### src/rtl/tccw_pkg.sv
package tccw_pkg;

    localparam int COLUMNS = 80;
    localparam int ROWS    = 25;
    localparam int CELLS   = COLUMNS * ROWS;
    localparam int CELL_W  = $clog2(CELLS + 1);
    localparam int ADDR_W  = $clog2(CELLS);
    localparam int COL_W   = $clog2(COLUMNS);
    localparam int OUT_W   = 2 * CELL_W + 19;
    localparam int TDATA_W = ((OUT_W + 7) / 8) * 8;

    localparam logic [7:0] CODE_NUL = 8'h00;
    localparam logic [7:0] CODE_BS  = 8'h08;
    localparam logic [7:0] CODE_NL  = 8'h0a;

    typedef enum logic [1:0] {
        ST_IDLE,
        ST_EXEC,
        ST_WALK
    } seq_state_t;

    typedef struct packed {
        logic              we;
        logic [ADDR_W-1:0] addr;
        logic [7:0]        data;
    } store_wr_t;

    typedef struct packed {
        logic              overflow;
        logic [7:0]        cell_attr;
        logic [7:0]        cell_char;
        logic [CELL_W-1:0] cell_index;
        logic              attr_written;
        logic              char_written;
        logic [CELL_W-1:0] cursor_cell;
    } result_t;

endpackage

### src/rtl/tccw_seq.sv
module tccw_seq (
    input  logic                        aclk,
    input  logic                        aresetn,
    input  logic                        clear_done,
    input  logic                        in_valid,
    output logic                        in_ready,
    input  logic [7:0]                  char_code,
    input  logic [7:0]                  text_attr,
    input  logic                        res_ready,
    output logic                        res_valid,
    output tccw_pkg::result_t           result,
    output tccw_pkg::store_wr_t         wr,
    output logic [tccw_pkg::ADDR_W-1:0] rd_addr,
    input  logic [7:0]                  rd_data
);
    import tccw_pkg::*;

    seq_state_t        state_reg, state_next;
    logic [7:0]        code_reg, code_next;
    logic [CELL_W-1:0] cursor_reg, cursor_next;
    logic [COL_W-1:0]  col_reg, col_next;
    logic [CELL_W-1:0] pos_reg, pos_next;
    logic [COL_W-1:0]  pcol_reg, pcol_next;

    logic              is_nul, is_nl, is_bs, at_end;
    logic [CELL_W:0]   add_base, add_op, add_sum;
    logic [CELL_W-1:0] step_pos, nl_target;
    logic [COL_W-1:0]  col_base, col_dn, col_up;
    logic              walk_more;
    logic              go_walk, finish;
    logic [CELL_W-1:0] cursor_after;
    logic [COL_W-1:0]  col_after;

    assign is_nul = code_reg == CODE_NUL;
    assign is_nl  = code_reg == CODE_NL;
    assign is_bs  = code_reg == CODE_BS;
    assign at_end = cursor_reg >= CELL_W'(CELLS);

    // shared cursor adder: +1, +to next row, or -1
    always_comb begin
        add_base = (state_reg == ST_WALK) ? {1'b0, pos_reg} : {1'b0, cursor_reg};
        if (is_bs || state_reg == ST_WALK) begin
            add_op = '1;
        end else if (is_nl) begin
            add_op = (CELL_W+1)'(COLUMNS) - (CELL_W+1)'(col_reg);
        end else begin
            add_op = (CELL_W+1)'(1);
        end
        add_sum   = add_base + add_op;
        step_pos  = add_sum[CELL_W-1:0];
        nl_target = (add_sum > (CELL_W+1)'(CELLS)) ? CELL_W'(CELLS) : add_sum[CELL_W-1:0];
    end

    always_comb begin
        col_base = (state_reg == ST_WALK) ? pcol_reg : col_reg;
        col_dn   = (col_base == '0) ? COL_W'(COLUMNS - 1) : col_base - 1'b1;
        col_up   = (col_reg == COL_W'(COLUMNS - 1)) ? '0 : col_reg + 1'b1;
    end

    assign walk_more = (pos_reg != '0) && (rd_data == 8'h00);

    // outputs: handshakes, store port, result
    always_comb begin
        in_ready     = (state_reg == ST_IDLE) && clear_done;
        res_valid    = 1'b0;
        result       = '0;
        wr           = '0;
        rd_addr      = pos_reg[ADDR_W-1:0];
        go_walk      = 1'b0;
        finish       = 1'b0;
        cursor_after = cursor_reg;
        col_after    = col_reg;
        unique case (state_reg)
            ST_IDLE: begin
            end
            ST_EXEC: begin
                if (is_bs && cursor_reg != '0) begin
                    go_walk = 1'b1;
                    rd_addr = step_pos[ADDR_W-1:0];
                end else begin
                    res_valid = 1'b1;
                    if (is_nul || is_bs) begin
                        // nothing to write
                    end else if (at_end) begin
                        result.overflow = 1'b1;
                    end else if (is_nl) begin
                        wr.we               = res_ready;
                        result.char_written = 1'b1;
                        result.cell_char    = CODE_NL;
                        result.cell_index   = cursor_reg;
                        cursor_after        = nl_target;
                        col_after           = '0;
                    end else begin
                        wr.we               = res_ready;
                        result.char_written = 1'b1;
                        result.attr_written = 1'b1;
                        result.cell_char    = code_reg;
                        result.cell_attr    = text_attr;
                        result.cell_index   = cursor_reg;
                        cursor_after        = step_pos;
                        col_after           = col_up;
                    end
                    wr.addr   = cursor_reg[ADDR_W-1:0];
                    wr.data   = code_reg;
                    finish    = res_ready;
                end
            end
            ST_WALK: begin
                if (walk_more) begin
                    rd_addr = step_pos[ADDR_W-1:0];
                end else begin
                    res_valid           = 1'b1;
                    wr.we               = res_ready;
                    wr.addr             = pos_reg[ADDR_W-1:0];
                    wr.data             = 8'h00;
                    result.char_written = 1'b1;
                    result.attr_written = 1'b1;
                    result.cell_index   = pos_reg;
                    cursor_after        = pos_reg;
                    col_after           = pcol_reg;
                    finish              = res_ready;
                end
            end
            default: begin
            end
        endcase
        result.cursor_cell = cursor_after;
    end

    // next state
    always_comb begin
        state_next  = state_reg;
        code_next   = code_reg;
        cursor_next = cursor_reg;
        col_next    = col_reg;
        pos_next    = pos_reg;
        pcol_next   = pcol_reg;
        unique case (state_reg)
            ST_IDLE: begin
                if (in_valid && in_ready) begin
                    code_next  = char_code;
                    state_next = ST_EXEC;
                end
            end
            ST_EXEC: begin
                if (go_walk) begin
                    pos_next   = step_pos;
                    pcol_next  = col_dn;
                    state_next = ST_WALK;
                end else if (finish) begin
                    cursor_next = cursor_after;
                    col_next    = col_after;
                    state_next  = ST_IDLE;
                end
            end
            ST_WALK: begin
                if (walk_more) begin
                    pos_next  = step_pos;
                    pcol_next = col_dn;
                end else if (finish) begin
                    cursor_next = cursor_after;
                    col_next    = col_after;
                    state_next  = ST_IDLE;
                end
            end
            default: state_next = ST_IDLE;
        endcase
    end

    always_ff @(posedge aclk) begin
        if (!aresetn) begin
            state_reg  <= ST_IDLE;
            cursor_reg <= '0;
            col_reg    <= '0;
        end else begin
            state_reg  <= state_next;
            cursor_reg <= cursor_next;
            col_reg    <= col_next;
        end
    end

    always_ff @(posedge aclk) begin
        code_reg <= code_next;
        pos_reg  <= pos_next;
        pcol_reg <= pcol_next;
    end

endmodule

### config.mk
export PLATFORM = sky130hd
export DESIGN_NAME = tccw_seq
export DESIGN_NICKNAME = d
export VERILOG_FILES = /design/src/rtl/tccw_pkg.sv /design/src/rtl/tccw_seq.sv
export SDC_FILE = /design/constraint.sdc
export NUM_CORES = 1
export LEC_CHECK = 0
export BUFFER_PORTS_ARGS = -buffer_cell sky130_fd_sc_hd__buf_4
export CORE_MARGIN = 10
export CORE_UTILIZATION = 45
export DETAILED_ROUTE_END_ITERATION = 6
export GPL_TIMING_DRIVEN = 0
export PLACE_DENSITY = 0.71
export SYNTH_ARGS = -nofsm -noshare
export SYNTH_HDL_FRONTEND = slang
export SYNTH_SLANG_ARGS = --single-unit
### constraint.sdc
create_clock -name aclk -period 6.1 [get_ports aclk]
set_input_delay 0.61 -clock aclk [delete_from_list [all_inputs] [get_ports aclk]]
set_output_delay 0.61 -clock aclk [all_outputs]
set_load 0.03 [all_outputs]
Word level (Yosys, flattened, before mapping)
Cells that the tools add are included.

Add/sub/neg operators: 4. $lt $le $gt $ge: 2. Equal/unequal tests: 10. Mux-type cells: 62. Reduce and logical (&&, ||, !) cells: 18.

Operator list (number): $mux W11 (13); $mux W7 (13); $pmux W11 S2 (4); $mux W30 (2); $mux W20 (2); $pmux W20 S2 (1); $mux W29 (1); $pmux W7 S2 (2); $pmux W13 S2 (1); $mux W12 (2); $reduce_bool A11 Y1 (2); $mux W19 (1); $mux W17 (1); $eq A8 B4 Y1 const B (2); $logic_not A8 Y1 (2); $mux W13 (1); $add A11 B12 Y12 (1); $gt A12 B11 Y1 const B (1); $ge A11 B11 Y1 const B (1); $mux W1 (10); $mux W2 (4); $mux W8 (1); $ne A2 B2 Y1 const B (4); $sub A7 B7 Y8 const A (1); other kinds (15) (23).

Bits in registers: 46. Input bits: 29. Output and inout bits: 74. Logic and storage cells: 102.

Logic depth before layout (Yosys ltp)
Depth after elaboration: 14. Gate-level depth with buffers: 18. Gate-level depth less buffers: 15.

Worst setup path after synthesis
No wires, ideal clock.

Kind: reg-to-output. From: reg state_reg[0]. To: out result[4] (netlist name). Arrival: 4.203 ns. Data required time: 5.490 ns. Setup slack: 1.287 ns. Cell stages (with the launch flop): 16. Buffers on the path: 3. Cell sequence: dfxtp_1 > inv_1 > ha_1 > clkbuf_1 > clkbuf_1 > buf_1 > mux2_2 > fa_1 > a211oi_1 > o21ai_1 > o21a_1 > o311ai_2 > nand3_1 > nor4_2 > nor3_1 > nor2_1.

RTL lines: start, declared (line tccw_seq.sv:18) `seq_state_t state_reg, state_next;`; start signal, assigned (line tccw_seq.sv:176) `state_reg <= state_next;`; end, declared (line tccw_seq.sv:11) `output tccw_pkg::result_t result,`.

==> flow_metrics.env <==
export IMPL_status="completed"
export IMPL_synth_compound_area_share_pct=28.2
export IMPL_nets=696
export IMPL_max_stage_delay_ns=0.61
export IMPL_min_to="code_reg[2]$_DFFE_PP_"
export IMPL_pwr_share_seq_pct=40.0
export IMPL_synth_top_area_share_pct=18.7
export IMPL_synthTopCellsByArea="edfxtp_1 (19%), dfxtp_1 (9.6%), o21ai_0 (5.9%), nand2_1 (5.6%), ha_1 (5.4%)"
export IMPL_period_share_pct=98.5
export IMPL_clockBufferDepth=2
export IMPL_ctsHoldBuffers=0
export IMPL_critPathMaxFanout=10
export IMPL_path_cells="inv_1 -> ha_1 -> clkbuf_1 -> clkbuf_2 -> clkbuf_2 -> mux2_2 -> fa_1 -> a211oi_1 -> o21ai_1 -> xnor2_1 -> or2_1 -> nor4b_2 -> a311oi_2 -> a221o_1 -> buf_4"
export IMPL_drtPass1Iterations=5
export IMPL_crit_type="flip-flop to output pin"
export IMPL_cts_inserted_buffers=5
export IMPL_drc_errors=0
export IMPL_ios=103
export IMPL_internal_power_uw=550
export IMPL_synth_edf_count=26
export IMPL_post_synth_top_count_cell="nand2_1"
export IMPL_power_total_uw=886
export IMPL_die_x_um=116
export IMPL_syn_nets=586
export IMPL_synthMuxAreaShare_pct=3.23
export IMPL_drt_wirelength_per_cell_um=21.1
export IMPL_die_area_mm2=0.0136
export IMPL_post_drt_via_cell_ratio=6.20
export IMPL_postRouteWirelength_um=16000
export IMPL_critPathBufInv=5
export IMPL_clkPwrFrac_pct=26.3
export IMPL_grt_pass1_vias=4605
export IMPL_drive_gt1_share_pct=23.7
export IMPL_synth_simple_area_share_pct=24.8
export IMPL_portBuffers=102
export IMPL_hold_path_startpoint="char_code[2]"
export IMPL_antenna_found_initial=0
export IMPL_synth_fa_ha_area_share_pct=5.86
export IMPL_synth_warnings=0
export IMPL_cp_required_ns=5.49
export IMPL_reg2reg_slack_ns=1.14
export IMPL_hold_depth=1
export IMPL_setup_violations=0
export IMPL_ant_nets=0
export IMPL_synth_xor_area_share_pct=4.19
export IMPL_initial_core_util_pct=45.7
export IMPL_regArea_mm2=0.00118
export IMPL_cp_num_cells=15
export IMPL_dp_hpwl_um=12600
export IMPL_core_mm2=0.00915
export IMPL_fmax_mhz=166
export IMPL_synthArstFlopShare_pct=0
export IMPL_fin_crit_ns=6.01
export IMPL_synth_cells=538
export IMPL_combinationalPowerShare_pct=33.7
export IMPL_cp_end_kind="output pin"
export IMPL_r2r_end="cursor_reg[3]$_SDFFE_PN0P_"
export IMPL_dieHeight_um=116
export IMPL_synth_largest_area_cell="edfxtp_1"
export IMPL_n_antenna_cell=0
export IMPL_clk_latency_ns=0.31
export IMPL_grtUsageTotal_pct=23.3
export IMPL_slowest_stage="xnor2_1"
export IMPL_clock_tree_root_cell="clkbuf_8"
export IMPL_crit_path_start_kind="flip-flop"
export IMPL_synth_cell_types=65
export IMPL_p_switching_uw=336
export IMPL_cap_violations=0
export IMPL_leakagePower_uw=0.00218
export IMPL_finClkSkew_ns=0.00542
export IMPL_cts_sinks=46
export IMPL_multi_input_area_mm2=0.00280
export IMPL_syn_cell_area_mm2=0.00418
export IMPL_vias=4714
export IMPL_worstMarginPinSlew_ns=0.707
export IMPL_gp_congestion=0.999
export IMPL_power_density_mw_per_mm2=169
export IMPL_reg2reg_from="state_reg[0]$_SDFFE_PN0P_"
export IMPL_hp_class="input pin to flip-flop"
export IMPL_report_final_slew_viol_count=0
export IMPL_synth_ff_type="edfxtp_1"
export IMPL_synth_top_family_by_area="compound AO/OA/AOI/OAI gates"
export IMPL_syn_to_final_growth_pct=25.1
export IMPL_relSlewSlack_pct=52.5
export IMPL_p_sw_share_pct=37.9
export IMPL_avgSynthCellArea_um2=7.77
export IMPL_peakVddDrop_mv=0.122
export IMPL_synth_seq_cells=46
export IMPL_grt_pass1_wl_um=25000
export IMPL_cts_tree="done"
export IMPL_synthTopCellsByCount="nand2_1 (62), nor2_1 (52), o21ai_0 (49)"
export IMPL_finalSetupTns_ns=0
export IMPL_nFillCells=859
export IMPL_finalHoldViolations=0
export IMPL_reg2reg_depth=14
export IMPL_fp_row_count=35
export IMPL_cp_common_cell="clkbuf_2"
export IMPL_drt_iter0_markers=386
export IMPL_grt_max_degree=17
export IMPL_worst_path_dominant_cell_family="buffers and inverters"
export IMPL_synth_seq_area_share_pct=28.2
export IMPL_cts_clk_slew_worst_paths_ns=0.10
export IMPL_cts_htree_levels=2
export IMPL_overflow=0
export IMPL_cp_data_arrival_time_ns=5.40
-- cell families after synthesis --
kind of cell             after synthesis
flip-flops                            46
AO/OA/AOI/OAI                        179
adder cells (fa/ha/maj)               19
XOR/XNOR                              20
AND/OR/NAND/NOR                      208
buffers and inverters                 54
multiplexers                          12
-- area by class of cell --
cell class | count | area share, %
multi-input cells | 438 | 53.5
flip-flops and latches | 46 | 22.6
repair buffers | 103 | 14.8
plain buffers | 30 | 2.65
well taps | 111 | 2.65
clock buffers | 6 | 1.79
inverters | 24 | 1.72
clock inverters | 2 | 0.335
-- worst max path at each step --
stage	from	endpoint
2_1_floorplan	state_reg[0]$_SDFFE_PN0P_	result[4]
3_3_place_gp	state_reg[0]$_SDFFE_PN0P_	result[5]
3_5_place_dp	state_reg[0]$_SDFFE_PN0P_	result[1]
4_1_cts	state_reg[0]$_SDFFE_PN0P_	result[1]
5_1_grt	state_reg[0]$_SDFFE_PN0P_	result[3]
6_report	state_reg[0]$_SDFFE_PN0P_	result[5]
-- power groups by stage --
stage	Clock (uW)	Combinational, uW	Sequential (uW)
final	233	298	354
after floorplan	0	187	356
after global placement	0	289	360
after global routing	247	320	355
after detailed placement	0	293	361
after CTS	235	294	354
-- worst reg2reg max path: cells and delay by family (launching register included) --
kind / cells / cell delay, ns
xor+xnor: 1 / 0.61
flops: 1 / 0.35
simple gates: 3 / 0.79
mux: 1 / 0.41
fa+ha+maj: 2 / 0.70
buf+inv: 4 / 1.24
compound gates: 3 / 0.79
-- per-layer routing --
layer / track usage [%] / routed length, um / vias to the layer above
li1: - / - / 2199
met1: 28.2 / 6600 / 2253
met2: 39.1 / 7490 / 234
met3: 5.80 / 1470 / 28
met4: 8.42 / 459 / 0
met5: 0 / 0 / -
-- through the flow --
step	hold slack, ns	cell area (um2)	setup slack, ns	std cells	util [%]
after floorplan	0.509	4180	1.29	538	-
after global placement	0.539	5090	0.190	751	55.6
after detailed placement	0.565	5090	0.127	752	55.7
after CTS	0.467	5210	0.0432	760	56.9
after global routing	0.456	5230	-0.00830	760	57.2
final	0.469	5230	0.0900	760	57.2
-- layout by cell type (no fill, tap or decap), types with 16 or more instances in the layout --
master | Yosys | routed
o21ai_0 | 49 | 48
nor2_1 | 52 | 51
inv_1 | 22 | 22
nand2_1 | 62 | 62
edfxtp_1 | 26 | 26
clkbuf_1 | 20 | 19
ha_1 | 18 | 18
buf_4 | 0 | 103
dfxtp_1 | 20 | 20
a21boi_0 | 16 | 16
and3_1 | 26 | 26
a21oi_1 | 35 | 34
-- timing repair --
action                     CTS  global route
gates resized for setup      2             4
buffers inserted             0             0
setup endpoints to repair    6             6
Power figures use the tool's default switching activity.
